===== config.mk =====
export PLATFORM = sky130hd
export DESIGN_NAME = mp4_box_framing_check
export DESIGN_NICKNAME = d
export VERILOG_FILES = /design/src/rtl/core/mbfc_pkg.sv /design/src/rtl/core/mbfc_in_stage.sv /design/src/rtl/core/mbfc_walk.sv /design/src/rtl/core/mbfc_out_reg.sv /design/src/rtl/core/mp4_box_framing_check.sv
export VERILOG_INCLUDE_DIRS = /design/src /design/src/rtl/core
export SDC_FILE = /design/constraint.sdc
export NUM_CORES = 1
export LEC_CHECK = 0
export ABC_AREA = 1
export ABC_CLOCK_PERIOD_IN_PS = 3450
export BUFFER_PORTS_ARGS = -buffer_cell sky130_fd_sc_hd__buf_2
export CORE_MARGIN = 8
export CORE_UTILIZATION = 36
export CTS_CLUSTER_DIAMETER = 40
export CTS_CLUSTER_SIZE = 20
export DETAILED_ROUTE_END_ITERATION = 8
export SLEW_MARGIN = 20
export SYNTH_ARGS = -nofsm -noshare
export SYNTH_HDL_FRONTEND = slang
export SYNTH_SLANG_ARGS = --single-unit

===== constraint.sdc =====
create_clock -name clk -period 3.45 [get_ports clk]
set_clock_uncertainty 0.1 [all_clocks]
set_input_delay 0.5175 -clock clk [delete_from_list [all_inputs] [get_ports clk]]
set_output_delay 0.5175 -clock clk [all_outputs]
set_load 0.05 [all_outputs]

===== src/rtl/core/mp4_box_framing_check_defines.svh =====
// ----------------------------------------------------------------------------
// mp4 box framing check: assertion macros
// Shared concurrent assertion wrappers; empty when SYNTHESIS is defined.
// ----------------------------------------------------------------------------
`ifndef MP4_BOX_FRAMING_CHECK_DEFINES_SVH
`define MP4_BOX_FRAMING_CHECK_DEFINES_SVH

`ifndef SYNTHESIS

`define MBFC_ASSERT_ALWAYS(lbl, clk, rst_n, expr) \
	lbl: assert property (@(posedge clk) disable iff (!rst_n) (expr)) \
		else $error("mbfc: invariant violated");

`define MBFC_ASSERT_SAME(lbl, clk, rst_n, ante, cons) \
	lbl: assert property (@(posedge clk) disable iff (!rst_n) (ante) |-> (cons)) \
		else $error("mbfc: implication violated");

`define MBFC_ASSERT_NEXT(lbl, clk, rst_n, ante, cons) \
	lbl: assert property (@(posedge clk) disable iff (!rst_n) (ante) |=> (cons)) \
		else $error("mbfc: next-cycle implication violated");

`else

`define MBFC_ASSERT_ALWAYS(lbl, clk, rst_n, expr)

`define MBFC_ASSERT_SAME(lbl, clk, rst_n, ante, cons)

`define MBFC_ASSERT_NEXT(lbl, clk, rst_n, ante, cons)

`endif

`endif


===== src/rtl/core/mbfc_pkg.sv =====
// ----------------------------------------------------------------------------
// mp4 box framing check: package
// Shared types, codes and helpers for the top-level box walk.
// ----------------------------------------------------------------------------
`timescale 1ns / 1ps
`default_nettype none

package mbfc_pkg;

	localparam int unsigned MBFC_MAX_BOXES = 262144;

	localparam logic [31:0] FOURCC_MOOV = 32'h6D6F6F76;

	localparam logic [3:0] HDR_SHORT_LAST = 4'd7;
	localparam logic [3:0] HDR_LONG_FIRST = 4'd8;
	localparam logic [3:0] HDR_LONG_LAST  = 4'd15;
	localparam logic [3:0] HDR_TYPE_FIRST = 4'd4;

	localparam logic OP_BYTE = 1'b0;
	localparam logic OP_EOF  = 1'b1;

	typedef enum logic [2:0] {
		PH_HEADER  = 3'b001,
		PH_PAYLOAD = 3'b010,
		PH_TO_END  = 3'b100
	} phase_t;

	typedef struct packed {
		logic       vld;
		logic       op;
		logic [7:0] data;
	} item_t;

	typedef struct packed {
		logic vld;
		logic verdict;
	} result_t;

	function automatic logic type_printable(input logic [31:0] t);
		logic ok;
		ok = 1'b1;
		for (int k = 0; k < 4; k++) begin
			if (t[8*k +: 8] < 8'h20 || t[8*k +: 8] > 8'h7E) begin
				ok = 1'b0;
			end
		end
		return ok;
	endfunction

endpackage

`default_nettype wire


===== src/rtl/core/mbfc_in_stage.sv =====
// ----------------------------------------------------------------------------
// mp4 box framing check: input stage
// Input register; releases an end-of-file item only when the result slot
// can take it, byte items always move on.
// ----------------------------------------------------------------------------
`timescale 1ns / 1ps
`default_nettype none

module mbfc_in_stage
	import mbfc_pkg::*;
(
	input  wire logic       clk,
	input  wire logic       arst_n,
	input  wire logic       in_valid,
	output logic            in_stall,
	input  wire logic       operation,
	input  wire logic [7:0] data_byte,
	input  wire logic       res_full,
	input  wire logic       res_stall,
	output item_t           item
);

	logic       vld_s1;
	logic       op_s1;
	logic [7:0] data_s1;
	logic       fire;
	logic       take;

	assign fire     = vld_s1 && (op_s1 == OP_BYTE || !res_full || !res_stall);
	assign in_stall = vld_s1 && !fire;
	assign take     = in_valid && !in_stall;

	always_ff @(posedge clk or negedge arst_n) begin
		if (!arst_n) begin
			vld_s1 <= 1'b0;
		end else if (take) begin
			vld_s1 <= 1'b1;
		end else if (fire) begin
			vld_s1 <= 1'b0;
		end
	end

	// hold payload unless a new transfer lands
	always_ff @(posedge clk) begin
		if (take) begin
			op_s1   <= operation;
			data_s1 <= data_byte;
		end
	end

	assign item = '{vld: fire, op: op_s1, data: data_s1};

endmodule

`default_nettype wire


===== src/rtl/core/mbfc_walk.sv =====
// ----------------------------------------------------------------------------
// mp4 box framing check: box walker
// Per-byte header collection, payload skipping and verdict latching.
// ----------------------------------------------------------------------------
`timescale 1ns / 1ps
`default_nettype none
`include "mp4_box_framing_check_defines.svh"

module mbfc_walk
	import mbfc_pkg::*;
#(
	parameter int unsigned MAX_BOXES = MBFC_MAX_BOXES
) (
	input  wire logic clk,
	input  wire logic arst_n,
	input  item_t     item,
	output result_t   res
);

	localparam int unsigned CNT_W = $clog2(MAX_BOXES + 1);
	localparam logic [CNT_W-1:0] CNT_MAX = CNT_W'(MAX_BOXES);

	phase_t             phase_q,        phase_d;
	logic [3:0]         hdr_idx_q,      hdr_idx_d;
	logic [31:0]        short_size_q,   short_size_d;
	logic [31:0]        box_type_q,     box_type_d;
	logic [63:0]        long_size_q,    long_size_d;
	logic [63:0]        payload_left_q, payload_left_d;
	logic [CNT_W-1:0]   box_count_q,    box_count_d;
	logic               moov_seen_q,    moov_seen_d;
	logic               decided_q,      decided_d;
	logic               latched_q,      latched_d;

	logic               hdr_start;
	logic [31:0]        ss_base;
	logic [31:0]        ss_new;
	logic [31:0]        type_new;
	logic [63:0]        ls_new;
	logic [63:0]        ss_len;
	logic [63:0]        ls_len;
	logic [63:0]        pl_dec;

	assign hdr_start = (hdr_idx_q == 4'd0);
	assign ss_base   = hdr_start ? 32'd0 : short_size_q;
	assign ss_new    = {ss_base[23:0], item.data};
	assign type_new  = {box_type_q[23:0], item.data};
	assign ls_new    = {long_size_q[55:0], item.data};
	assign ss_len    = {32'd0, short_size_q} - 64'd8;
	assign ls_len    = ls_new - 64'd16;
	assign pl_dec    = payload_left_q - 64'd1;

	always_comb begin
		phase_d        = phase_q;
		hdr_idx_d      = hdr_idx_q;
		short_size_d   = short_size_q;
		box_type_d     = box_type_q;
		long_size_d    = long_size_q;
		payload_left_d = payload_left_q;
		box_count_d    = box_count_q;
		moov_seen_d    = moov_seen_q;
		decided_d      = decided_q;
		latched_d      = latched_q;
		res            = '0;

		if (item.vld) begin
			if (item.op == OP_EOF) begin
				res.vld = 1'b1;
				if (decided_q) begin
					res.verdict = latched_q;
				end else begin
					unique case (phase_q)
						PH_HEADER:  res.verdict = (hdr_idx_q != 4'd0) || !moov_seen_q;
						PH_PAYLOAD: res.verdict = 1'b1;
						PH_TO_END:  res.verdict = !moov_seen_q;
						default:    res.verdict = 1'b1;
					endcase
				end
				// return to reset state for the next file
				phase_d        = PH_HEADER;
				hdr_idx_d      = 4'd0;
				short_size_d   = 32'd0;
				box_type_d     = 32'd0;
				long_size_d    = 64'd0;
				payload_left_d = 64'd0;
				box_count_d    = '0;
				moov_seen_d    = 1'b0;
				decided_d      = 1'b0;
				latched_d      = 1'b0;
			end else if (!decided_q) begin
				unique case (phase_q)
					PH_HEADER: begin
						if (hdr_start && box_count_q >= CNT_MAX) begin
							decided_d = 1'b1;
							latched_d = 1'b0;
						end else begin
							if (hdr_start) begin
								box_count_d = box_count_q + CNT_W'(1);
								box_type_d  = 32'd0;
								long_size_d = 64'd0;
							end
							priority if (hdr_idx_q < HDR_TYPE_FIRST) begin
								short_size_d = ss_new;
							end else if (hdr_idx_q < HDR_LONG_FIRST) begin
								box_type_d = type_new;
							end else begin
								long_size_d = ls_new;
							end

							priority if (hdr_idx_q == HDR_SHORT_LAST) begin
								priority if (!type_printable(type_new)) begin
									decided_d = 1'b1;
									latched_d = (type_new == 32'd0);
								end else if (short_size_q == 32'd1) begin
									hdr_idx_d = HDR_LONG_FIRST;
								end else if (short_size_q == 32'd0) begin
									if (type_new == FOURCC_MOOV) begin
										moov_seen_d = 1'b1;
									end
									phase_d   = PH_TO_END;
									hdr_idx_d = 4'd0;
								end else if (short_size_q < 32'd8) begin
									decided_d = 1'b1;
									latched_d = 1'b0;
								end else begin
									if (type_new == FOURCC_MOOV) begin
										moov_seen_d = 1'b1;
									end
									payload_left_d = ss_len;
									phase_d   = (ss_len != 64'd0) ? PH_PAYLOAD : PH_HEADER;
									hdr_idx_d = 4'd0;
								end
							end else if (hdr_idx_q == HDR_LONG_LAST) begin
								if (ls_new < 64'd16) begin
									decided_d = 1'b1;
									latched_d = 1'b0;
								end else begin
									if (box_type_q == FOURCC_MOOV) begin
										moov_seen_d = 1'b1;
									end
									payload_left_d = ls_len;
									phase_d   = (ls_len != 64'd0) ? PH_PAYLOAD : PH_HEADER;
									hdr_idx_d = 4'd0;
								end
							end else begin
								hdr_idx_d = hdr_idx_q + 4'd1;
							end
						end
					end
					PH_PAYLOAD: begin
						payload_left_d = pl_dec;
						if (pl_dec == 64'd0) begin
							phase_d = PH_HEADER;
						end
					end
					PH_TO_END: begin
						// drop bytes of a box that runs to end of file
					end
					default: begin
						phase_d = PH_HEADER;
					end
				endcase
			end
		end
	end

	always_ff @(posedge clk or negedge arst_n) begin
		if (!arst_n) begin
			phase_q        <= PH_HEADER;
			hdr_idx_q      <= 4'd0;
			short_size_q   <= 32'd0;
			box_type_q     <= 32'd0;
			long_size_q    <= 64'd0;
			payload_left_q <= 64'd0;
			box_count_q    <= '0;
			moov_seen_q    <= 1'b0;
			decided_q      <= 1'b0;
			latched_q      <= 1'b0;
		end else begin
			phase_q        <= phase_d;
			hdr_idx_q      <= hdr_idx_d;
			short_size_q   <= short_size_d;
			box_type_q     <= box_type_d;
			long_size_q    <= long_size_d;
			payload_left_q <= payload_left_d;
			box_count_q    <= box_count_d;
			moov_seen_q    <= moov_seen_d;
			decided_q      <= decided_d;
			latched_q      <= latched_d;
		end
	end

	`MBFC_ASSERT_SAME(a_payload_nonzero, clk, arst_n, phase_q == PH_PAYLOAD, payload_left_q != 64'd0)
	`MBFC_ASSERT_SAME(a_idx_in_header, clk, arst_n, phase_q != PH_HEADER, hdr_idx_q == 4'd0)
	`MBFC_ASSERT_ALWAYS(a_count_bound, clk, arst_n, box_count_q <= CNT_MAX)
	`MBFC_ASSERT_NEXT(a_eof_clears, clk, arst_n, item.vld && item.op == OP_EOF, !decided_q && box_count_q == '0 && !moov_seen_q)

endmodule

`default_nettype wire


===== src/rtl/core/mbfc_out_reg.sv =====
// ----------------------------------------------------------------------------
// mp4 box framing check: result register
// Holds one verdict until the downstream side takes it.
// ----------------------------------------------------------------------------
`timescale 1ns / 1ps
`default_nettype none

module mbfc_out_reg
	import mbfc_pkg::*;
(
	input  wire logic clk,
	input  wire logic arst_n,
	input  result_t   res,
	output logic      out_valid,
	input  wire logic out_stall,
	output logic      verdict
);

	logic vld_q;
	logic verdict_q;

	always_ff @(posedge clk or negedge arst_n) begin
		if (!arst_n) begin
			vld_q <= 1'b0;
		end else if (res.vld) begin
			vld_q <= 1'b1;
		end else if (!out_stall) begin
			vld_q <= 1'b0;
		end
	end

	always_ff @(posedge clk) begin
		if (res.vld) begin
			verdict_q <= res.verdict;
		end
	end

	assign out_valid = vld_q;
	assign verdict   = verdict_q;

endmodule

`default_nettype wire


===== src/rtl/core/mp4_box_framing_check.sv =====
// ----------------------------------------------------------------------------
// mp4 box framing check
// Walks the top-level boxes of an mp4 byte stream and reports on end of file
// whether the file ends before its boxes do or holds no moov box.
// ----------------------------------------------------------------------------
// Throughput: one item per cycle, bytes and end-of-file items alike, except while in_stall holds an end-of-file item.
// Path: an end-of-file item passes through the input register, then the walk
//   logic into the result register, which drives out_valid.
// The end-of-file item waits in the input register only while an earlier
//   verdict still sits unclaimed in the result register.
// Reset: arst_n clears all walk state; no clearing pass, ready right away.
// ----------------------------------------------------------------------------
`timescale 1ns / 1ps
`default_nettype none

module mp4_box_framing_check
	import mbfc_pkg::*;
#(
	parameter int unsigned MAX_BOXES = MBFC_MAX_BOXES
) (
	input  wire logic       clk,
	input  wire logic       arst_n,
	input  wire logic       in_valid,
	output logic            in_stall,
	input  wire logic       operation,
	input  wire logic [7:0] data_byte,
	output logic            out_valid,
	input  wire logic       out_stall,
	output logic            verdict
);

	item_t   item;
	result_t res;

	mbfc_in_stage u_in_stage (
		.clk       (clk),
		.arst_n    (arst_n),
		.in_valid  (in_valid),
		.in_stall  (in_stall),
		.operation (operation),
		.data_byte (data_byte),
		.res_full  (out_valid),
		.res_stall (out_stall),
		.item      (item)
	);

	mbfc_walk #(
		.MAX_BOXES (MAX_BOXES)
	) u_walk (
		.clk    (clk),
		.arst_n (arst_n),
		.item   (item),
		.res    (res)
	);

	mbfc_out_reg u_out_reg (
		.clk       (clk),
		.arst_n    (arst_n),
		.res       (res),
		.out_valid (out_valid),
		.out_stall (out_stall),
		.verdict   (verdict)
	);

endmodule

`default_nettype wire

==> run summary <==
Fillers = 4591
Placed Area = 16900 um2
final total power = 16.0 mW
met3 Use GR = 3.59%
Starting Density = 36.5%
Max Cap Violations = 0
met2 Usage GRT = 32.1%
Final Max Tran Viols = 0
DRC = 0
min cycle time layout = 2980 ps
GRT busiest layer = met2
Worst Path Arrival = 3330 ps
met1 Use GR = 31.3%
initial antenna violation count = 0
vias in the first global route = 15700
clk root buf = clkbuf_16
full die area = 52000 um2
synthesized area = 16200 um2
Routed WL = 57700 um
min-delay worst type = in2reg
post-place setup slack = 498 ps
number of synthesized flops with an enable pin = 10
Clock Tree Buf Depth = 3
final setup vio count = 0
count of cell types in the netlist = 54
Pint = 8.50 mW
Overflow after GRT = 0
Max Clock Freq = 0.335 GHz
first-pass GRT wire length = 90000 um
diodes inserted = 0
Initial DRC Count = 1544
Setup TNS = 0 ps
Peak VDD IR = 416 uV
final hold viol count = 0
area delta synth->final = 15.4%
Clock Sinks = 225
Routed wire per std cell = 19.0 um
Ports = 16
status = finished, final reports clean
share of power burned in registers = 21.3%
Worst EP required = 3800 ps
Post-synth top flop = dfrtp_1
Cell Rows = 77
Async S/R FF share, synth = 95.6%
Tcrit/Tclk final = 86.5%
post-route ant nets = 0
Net Sw Frac = 46.7%
clock share of power = 31.0%
1st-pass router iterations = 6
Synth Warn # = 0
worst-path maximum fanout = 5
Final Hold Slack = 23.0 ps
P_sw = 7.46 mW
level count of the clock H-tree = 2
Crit Path Class = reg2reg
Least-Margin Pin Slew = 900 ps
layout cell share with drive strength beyond 1 = 11.0%
Lkg Pwr = 9.05 nW
FF+latch count, synth = 225
Avg Cell Area, Syn = 6.78 um2
nets = 2430
post-cts resize count = 0
Slew HR = 39.8%
GP Congestion = 0.956
Die H = 228 um
Die Width = 228 um
CTS clock-pin slew for the worst setup and hold paths = 60 ps
Mapped Nets = 2412
Vias = 16500
total CTS buffers = 46
Pwr Density = 855 nW/um2
startpoint types = flop
combinational power share = 47.7%
All-Layer GR Usage = 21.4%
register area share after synthesis = 35.1%
fin area = 18700 um2
Final WS setup = 466 ps
RSZ-0062 raised after global routing = false
type of element capturing the critical path = flop
DP HPWL = 43900 um
CTS tree = done
Port Buffers = 15
vias per std cell = 5.44
core area = 44300 um2
latest clock arrival within the worst-skew pair = 570 ps
largest net degree at the start of global routing = 79
Syn Inst Count = 2389
[cell type report]
cell class | instances | area (um2) | share of cell area (%)
tap | 592 | 741 | 3.97
clock inverter | 30 | 459 | 2.46
multi-input combinational | 1792 | 9060 | 48.5
clock buffer | 53 | 1260 | 6.75
sequential | 225 | 5680 | 30.4
inverter | 301 | 1130 | 6.05
timing repair buffer | 41 | 348 | 1.86
[cells in the mapped netlist, types with 13 or more instances]
| library cell | instances | area (um2) |
|---|---|---|
| nand2_1 | 628 | 2360 |
| nor2_1 | 392 | 1470 |
| inv_1 | 285 | 1070 |
| dfrtp_1 | 214 | 5360 |
| nand3_1 | 149 | 746 |
| o21ai_0 | 139 | 696 |
| o32ai_1 | 56 | 490 |
| o22ai_1 | 52 | 325 |
| clkbuf_1 | 44 | 165 |
| a21oi_1 | 43 | 215 |
| xor2_1 | 43 | 377 |
| o22ai_2 | 40 | 500 |
| nand4_1 | 36 | 225 |
| nor3_1 | 34 | 170 |
| nor2_2 | 29 | 181 |
| nand2_2 | 21 | 131 |
| nor4_1 | 16 | 100 |
| inv_2 | 13 | 48.8 |
| nor2_4 | 13 | 146 |
[logic make-up (layout without fill, tap and decap cells)]
family | Yosys count | after routing | share of synthesized area (%)
buf+inv | 372 | 425 | 9.00
fa+ha+maj | 10 | 10 | 0.773
flops | 225 | 225 | 35.1
compound gates | 378 | 378 | 16.0
simple gates | 1358 | 1358 | 36.6
xor+xnor | 46 | 46 | 2.53
[critical path: stages (launching register included)]
cell,delay (ps)
dfrtp_1,390
inv_1,130
ha_1,280
nand2_2,170
nor2_2,230
nand2_2,160
o21ai_0,180
nand2_1,90
nor2_1,90
nand2_1,50
nor2_1,190
nand2_1,80
nor2_1,230
nand3_2,210
nand2_2,120
nand2_2,60
nand2_1,50
nand2_1,60
[power by group through the flow]
stage | combinational (mW) | clock [mW] | sequential (mW)
floorplan | 5.46 | 0 | 3.29
global placement | 7.48 | 0 | 3.41
detailed placement | 7.46 | 0 | 3.42
CTS | 7.50 | 5.02 | 3.38
global route | 8.43 | 5.13 | 3.44
finish | 7.62 | 4.95 | 3.40
[layout by cell type (no fill, tap or decap), drive strengths merged, types with 2 or more instances in the layout]
cell type	instances
and2	4
o31ai	2
inv	304
o211ai	12
nor3	37
ha	10
dlygate4sd3	2
a21o	2
buf	39
o21a	2
a32o	4
o21ai	149
o21bai	2
o32ai	56
clkbuf	53
xor2	44
nand4	36
clkinvlp	6
o22ai	92
or2	3
nand3	155
dfrtp	214
bufinv	9
nor3b	2
nor4	16
a31oi	5
a31o	2
clkinv	12
nor2	439
xnor2	2
nand2	655
a211oi	3
edfxtp	10
nand3b	9
a21oi	44
[flip-flops by register name, indices dropped and copies added, names as in the netlist]
name,count
u_in_stage.data_s1,8
u_walk.latched_q,1
u_walk.box_type_q,32
u_out_reg.verdict,1
u_walk.phase_q,3
u_in_stage.op_s1,1
u_in_stage.vld_s1,1
u_walk.long_size_q,56
u_walk.decided_q,1
u_out_reg.out_valid,1
u_walk.hdr_idx_q,4
u_walk.payload_left_q,64
u_walk.box_count_q,19
u_walk.short_size_q,32
u_walk.moov_seen_q,1
[what timing repair did]
item	in CTS	in global routing
endpoints found under the hold margin	58	0
buffers inserted	0	0
hold buffers	2	0
[per-stage QoR]
| stage | utilization (%) | std cells |
|---|---|---|
| floorplan | - | 2389 |
| detailed placement | 38.2 | 2949 |
| global route | 42.2 | 3034 |
| finish | 42.2 | 3034 |
| global placement | 38.2 | 2949 |
| CTS | 42.2 | 3034 |
[layer usage]
layer	wire, um	vias to the layer above
met5	0	-
met4	1280	0
met3	4660	86
met2	24900	690
met1	26800	7808
li1	-	7906
[path summary, 6_finish.rpt]
check                                            endpoint                      from  slack (ps)  depth (start not counted)
worst max-delay path                    u_walk.phase_q[1]  u_walk.payload_left_q[0]         470                         17
worst min-delay path                     u_in_stage.op_s1                 operation          20                          1
worst max register to register          u_walk.phase_q[1]  u_walk.payload_left_q[0]         470                         17
worst min register to register           u_walk.latched_q          u_walk.latched_q         370                          2
max in group asynchronous           u_walk.box_count_q[4]                    arst_n        1960                          3
min in group asynchronous       u_walk.payload_left_q[53]                    arst_n         420                          2
No activity file was read; power rests on OpenSTA's default activity.
